==> src/sv/rlc_pkg.sv <==
// Shared types, coefficients and the 2^x fraction table for the lux / CCT unit.
`default_nettype none
package rlc_pkg;

   // lux weights, Q12
   localparam logic [11:0] WR_LOW  = 12'd827;
   localparam logic [11:0] WG_LOW  = 12'd3138;
   localparam logic [11:0] WR_HIGH = 12'd651;
   localparam logic [11:0] WG_HIGH = 12'd2646;

   // blue weight gain, Q12
   localparam logic [15:0] KB_LOW  = 16'd12820;
   localparam logic [15:0] KB_HIGH = 16'd43704;
   // exponent slopes, base 2, Q12
   localparam logic [14:0] KR_LOW  = 15'd17202;
   localparam logic [14:0] KR_HIGH = 15'd16434;
   localparam logic [14:0] KE_LOW  = 15'd28749;
   localparam logic [14:0] KE_HIGH = 15'd26284;
   // blend amplitudes
   localparam logic [13:0] CA_LOW  = 14'd12746;
   localparam logic [13:0] CA_HIGH = 14'd16234;
   localparam logic [13:0] CB_LOW  = 14'd1637;
   localparam logic [13:0] CB_HIGH = 14'd1882;

   localparam logic [19:0] EXP_OFFSET = 20'd524288;   // 8.0 in Q16
   localparam logic [23:0] LUX_MAX    = 24'hFFFFFF;
   localparam logic [13:0] CCT_MAX    = 14'd10000;
   localparam logic [15:0] GLASS_RESET = 16'd16384;

   localparam logic [1:0] GAIN_2X  = 2'd1;
   localparam logic [1:0] GAIN_16X = 2'd2;

   typedef struct packed {
      logic [23:0] lux;
      logic        low_clear;
      logic        cct_ok;      // green and channel sum both nonzero
   } meta_type;

   // 2^(i/16) in Q16
   function automatic logic [16:0] pow2_frac(input logic [3:0] idx);
      logic [16:0] v;
      case (idx)
         4'd0:  v = 17'd65536;
         4'd1:  v = 17'd68438;
         4'd2:  v = 17'd71468;
         4'd3:  v = 17'd74632;
         4'd4:  v = 17'd77936;
         4'd5:  v = 17'd81386;
         4'd6:  v = 17'd84990;
         4'd7:  v = 17'd88752;
         4'd8:  v = 17'd92682;
         4'd9:  v = 17'd96785;
         4'd10: v = 17'd101070;
         4'd11: v = 17'd105545;
         4'd12: v = 17'd110218;
         4'd13: v = 17'd115098;
         4'd14: v = 17'd120194;
         4'd15: v = 17'd125515;
         default: v = 17'd65536;
      endcase
      return v;
   endfunction

endpackage
`default_nettype wire

==> src/sv/rlc_ratio_div.sv <==
// Pipelined restoring divider: red and blue shares of the channel sum, one bit per stage.
`default_nettype none
module rlc_ratio_div #(
   parameter int RATIO_BITS = 16
) (
   input  wire logic                  clock,
   input  wire logic                  en,
   input  wire logic [15:0]           red_in,
   input  wire logic [15:0]           blue_in,
   input  wire logic [17:0]           sum_in,
   output logic      [RATIO_BITS:0]   r_q,
   output logic      [RATIO_BITS:0]   b_q
);
   import rlc_pkg::*;

   logic [17:0]         rr_ff  [0:RATIO_BITS];
   logic [17:0]         br_ff  [0:RATIO_BITS];
   logic [RATIO_BITS:0] rq_ff  [0:RATIO_BITS];
   logic [RATIO_BITS:0] bq_ff  [0:RATIO_BITS];
   logic [17:0]         sum_ff [0:RATIO_BITS];

   logic r_top, b_top;
   assign r_top = {2'b00, red_in} >= sum_in;
   assign b_top = {2'b00, blue_in} >= sum_in;

   // count never exceeds sum, so the integer quotient is 0 or 1
   always_ff @(posedge clock) begin
      if (en) begin
         rr_ff[0]  <= r_top ? 18'({2'b00, red_in} - sum_in) : {2'b00, red_in};
         br_ff[0]  <= b_top ? 18'({2'b00, blue_in} - sum_in) : {2'b00, blue_in};
         rq_ff[0]  <= {{RATIO_BITS{1'b0}}, r_top};
         bq_ff[0]  <= {{RATIO_BITS{1'b0}}, b_top};
         sum_ff[0] <= sum_in;
      end
   end

   for (genvar j = 0; j < RATIO_BITS; j++) begin : g_step
      logic [18:0] rt, bt;
      logic        rbit, bbit;
      assign rt   = {rr_ff[j], 1'b0};
      assign bt   = {br_ff[j], 1'b0};
      assign rbit = rt >= {1'b0, sum_ff[j]};
      assign bbit = bt >= {1'b0, sum_ff[j]};
      always_ff @(posedge clock) begin
         if (en) begin
            rr_ff[j+1]  <= rbit ? 18'(rt - {1'b0, sum_ff[j]}) : rt[17:0];
            br_ff[j+1]  <= bbit ? 18'(bt - {1'b0, sum_ff[j]}) : bt[17:0];
            rq_ff[j+1]  <= {rq_ff[j][RATIO_BITS-1:0], rbit};
            bq_ff[j+1]  <= {bq_ff[j][RATIO_BITS-1:0], bbit};
            sum_ff[j+1] <= sum_ff[j];
         end
      end
   end

   assign r_q = rq_ff[RATIO_BITS];
   assign b_q = bq_ff[RATIO_BITS];

endmodule
`default_nettype wire

==> config.mk <==
export PLATFORM = sky130hd
export DESIGN_NAME = rlc_ratio_div
export DESIGN_NICKNAME = d
export VERILOG_FILES = /design/src/sv/rlc_pkg.sv /design/src/sv/rlc_ratio_div.sv
export SDC_FILE = /design/constraint.sdc
export NUM_CORES = 2
export LEC_CHECK = 0
export BUFFER_PORTS_ARGS = -buffer_cell sky130_fd_sc_hd__buf_2
export CAP_MARGIN = 30
export CORE_ASPECT_RATIO = 0.5
export CORE_UTILIZATION = 55
export CTS_CLUSTER_DIAMETER = 80
export DETAILED_ROUTE_END_ITERATION = 8
export HOLD_SLACK_MARGIN = 0.05
export PLACE_DENSITY = 0.75
export SETUP_SLACK_MARGIN = 0.15
export SKIP_LAST_GASP = 1
export SLEW_MARGIN = 20
export SYNTH_ARGS = -nofsm -noshare
export SYNTH_HDL_FRONTEND = slang
export SYNTH_SLANG_ARGS = --single-unit
==> constraint.sdc <==
create_clock -name clock -period 5 [get_ports clock]
set_clock_uncertainty 0.05 [all_clocks]
set_input_delay 0.25 -clock clock [delete_from_list [all_inputs] [get_ports clock]]
set_output_delay 0.25 -clock clock [all_outputs]
set_load 0.05 [all_outputs]
==> results.txt <==
Int Power: 30.93 mW
Clk Latency, worst-skew pair: 730 ps
Synth Area in XOR/XNOR: 5.843%
EDFF count, synth: 1170
die footprint: 127700 um^2
mux cell area share after synthesis: 7.248%
ys async rst share: 0%
fin util: 61.33%
combinational fraction of design power: 48.3%
drt first pass iters: 5
Setup Viol. Count Final: 0
period utilisation layout: 76.39%
layout cell share with drive strength beyond 1: 13.54%
initial core utilization: 55.87%
final wirelength: 167.5 mm
PwrDens: 645.5 nW/um^2
setup ws final: 1181 ps
CP startpoint kind: flop
Synth Area in Simple Gates: 7.598%
post-CTS setup buffers: 0
Distinct cells, synth: 101
Worst-Margin Slew: 1124 ps
area leader, netlist: edfxtp_1
# diodes: 0
outcome: complete, no violations
setup TNS: 0 ps
Overall Global Routing Usage: 25.91%
post-place setup slack: 1311 ps
drt wl/cell: 21.62 um
Inserted Clock Buffers: 106
vias in the first global route: 47480
Peak Freq: 0.2618 GHz
grt ovf: 0
register area share after synthesis: 50.63%
maxcap violations: 0
die height: 253.2 um
cells after synthesis: 5759
Mapped Nets: 6449
Die Wd: 504.3 um
clock sink count: 1170
DP HPWL: 131.2 mm
synth cell count leaders: 1170 x edfxtp_1, 606 x ha_1, 451 x inv_1, 427 x a21oi_1, 382 x mux2_2
Compound-Gate Fraction of Synth Area: 13.62%
Crit path largest cell delay: 770 ps
largest net degree at the start of global routing: 138
maximum fanout along the worst path: 16
hold_buf cts: 51
Worst EP arrival: 4230 ps
post-cts sizing count: 0
CTS tree: yes
adder-cell share of the synthesized area: 11.85%
H-tree lvl count: 3
Hold Path Class: in -> reg
CTS clock-pin slew for the worst setup and hold paths: 70 ps
Synth Register Bits: 1170
max_slew headroom: 24.26%
Critical Path RT: 5410 ps
antenna violations before repair: 0
peak supply drop: 0.3367 mV
switch share: 37.11%
Layout Area Growth over Synthesis: 9.788%
core area: 124200 um^2
vias: 45460
number of top-level pins: 86
main combinational cell family by area after synthesis: compound AO/OA/AOI/OAI gates
clock root buffer: clkbuf_16
Final Non-Filler Cells: 7746
# rows: 91
synthesized cell area: 69400 um^2
CP cell instances: ha_1 > a21oi_1 > nor2b_1 > o31ai_1 > a211oi_2 > o211ai_1 > a32o_1 > mux2_2
Final Critical Period: 3819 ps
Remaining DRCs: 0
Synth top area share: 50.63%
clock power share: 18.0%
first-pass GRT wire length: 256.3 mm
critical path type: reg -> reg
NetSw: 18.25 mW
post-placement cell count: 7498
clk buf depth: 3
Seq pwr share: 33.7%
Most used DFF post-synth: edfxtp_1
port bufs: 85
CP endpoint kind: flop
RSZ-0062 raised after global routing: false
static leakage: 30.55 nW
Critical-path top delay cell: o31ai_1
Syn Area/Cell: 12.05 um^2
post-route ant nets: 0
routed vias/inst: 5.869
count leader, synth: edfxtp_1
Placer Congestion: 0.9528
top post-synthesis cells by area: edfxtp_1 51%, ha_1 11%, mux2_2 6.2%, xnor2_1 4.0%, a21oi_1 3.1%
final count of pins violating max slew: 0
final hold vios: 0
Iteration-0 DRC Markers: 2651
Synth Warn #: 0
Nets: 6673
total power: 49.18 mW
## power groups by stage
stage          registers (mW)  clock network [mW]  logic [mW]
2_1_floorplan            16.0                   0        18.1
3_3_place_gp             16.7                   0        23.0
3_5_place_dp             16.8                   0        23.4
4_1_cts                  16.6                9.00        23.7
5_1_grt                  16.8                9.31        26.0
6_report                 16.6                8.84        23.8
## worst paths after layout
| path | startpoint | slack, ps | endpoint | cells after the start |
|---|---|---|---|---|
| setup / recovery | rr_ff[0][74] | 1180 | rr_ff[0][91] | 8 |
| hold / removal | sum_in[2] | 200 | sum_ff[0][2] | 2 |
| setup reg to reg | rr_ff[0][74] | 1180 | rr_ff[0][91] | 8 |
| hold reg to reg | rq_ff[1][103] | 360 | rq_ff[1][121] | 0 |
## metal layers
metal | wire length (um) | global-route usage (%) | vias to the layer above
met1 | 60110 | 25.37 | 21920
li1 | - | - | 22070
met3 | 4620 | 2.823 | 434
met2 | 91110 | 51.31 | 1040
met4 | 11650 | 17.26 | 0
met5 | 0 | 0 | -
## sequential cells by signal, indices dropped and copies added, names as in the netlist
signal	count
br_ff	288
rr_ff	288
sum_ff	288
bq_ff	153
rq_ff	153
## kinds of logic after synthesis
| kind of cell | Yosys count |
|---|---|
| compound gates | 1441 |
| xor+xnor | 463 |
| fa+ha+maj | 638 |
| buf+inv | 529 |
| flops | 1170 |
| mux | 437 |
| simple gates | 1081 |
## cell usage in the layout, fill, tap and decap left out, types with 69 or more instances in the layout
master	count
o21bai_1	69
a21oi_1	427
a21o_1	216
nand3_1	81
ha_1	606
nor2_1	288
o21a_1	75
nor3_1	74
mux2_2	382
edfxtp_1	1170
xnor2_1	313
nand2_1	287
inv_1	451
nor2b_1	89
xor2_1	150
clkbuf_16	107
o21ai_0	268
buf_2	85
## stage by stage
| stage | area, um^2 | hold WS (ps) |
|---|---|---|
| 3_5_place_dp | 71970 | 354.5 |
| 2_1_floorplan | 69400 | 298.9 |
| 6_report | 76190 | 200.2 |
| 4_1_cts | 76190 | 145.3 |
| 5_1_grt | 76190 | 166.6 |
| 3_3_place_gp | 71880 | 350.3 |
## critical path: cells and delay by family, from the launching register on
kind / cells / cell delay, ps
AOI/OAI and AO/OA: 5 / 2230
muxes: 1 / 420
DFF: 1 / 410
adders and majority gates: 1 / 370
and+or+nand+nor: 1 / 70
## area by class of cell
type / instances / area [um^2]
Clock inverter: 71 / 964.7
Timing Repair Buffer: 191 / 1465
Fill cell: 9549 / 48030
Tap cell: 1674 / 2095
Multi-Input combinational cell: 4060 / 32080
Sequential cell: 1170 / 35130
Inverter: 454 / 1704
Clock buffer: 126 / 2749
Power figures use the tool's default switching activity.
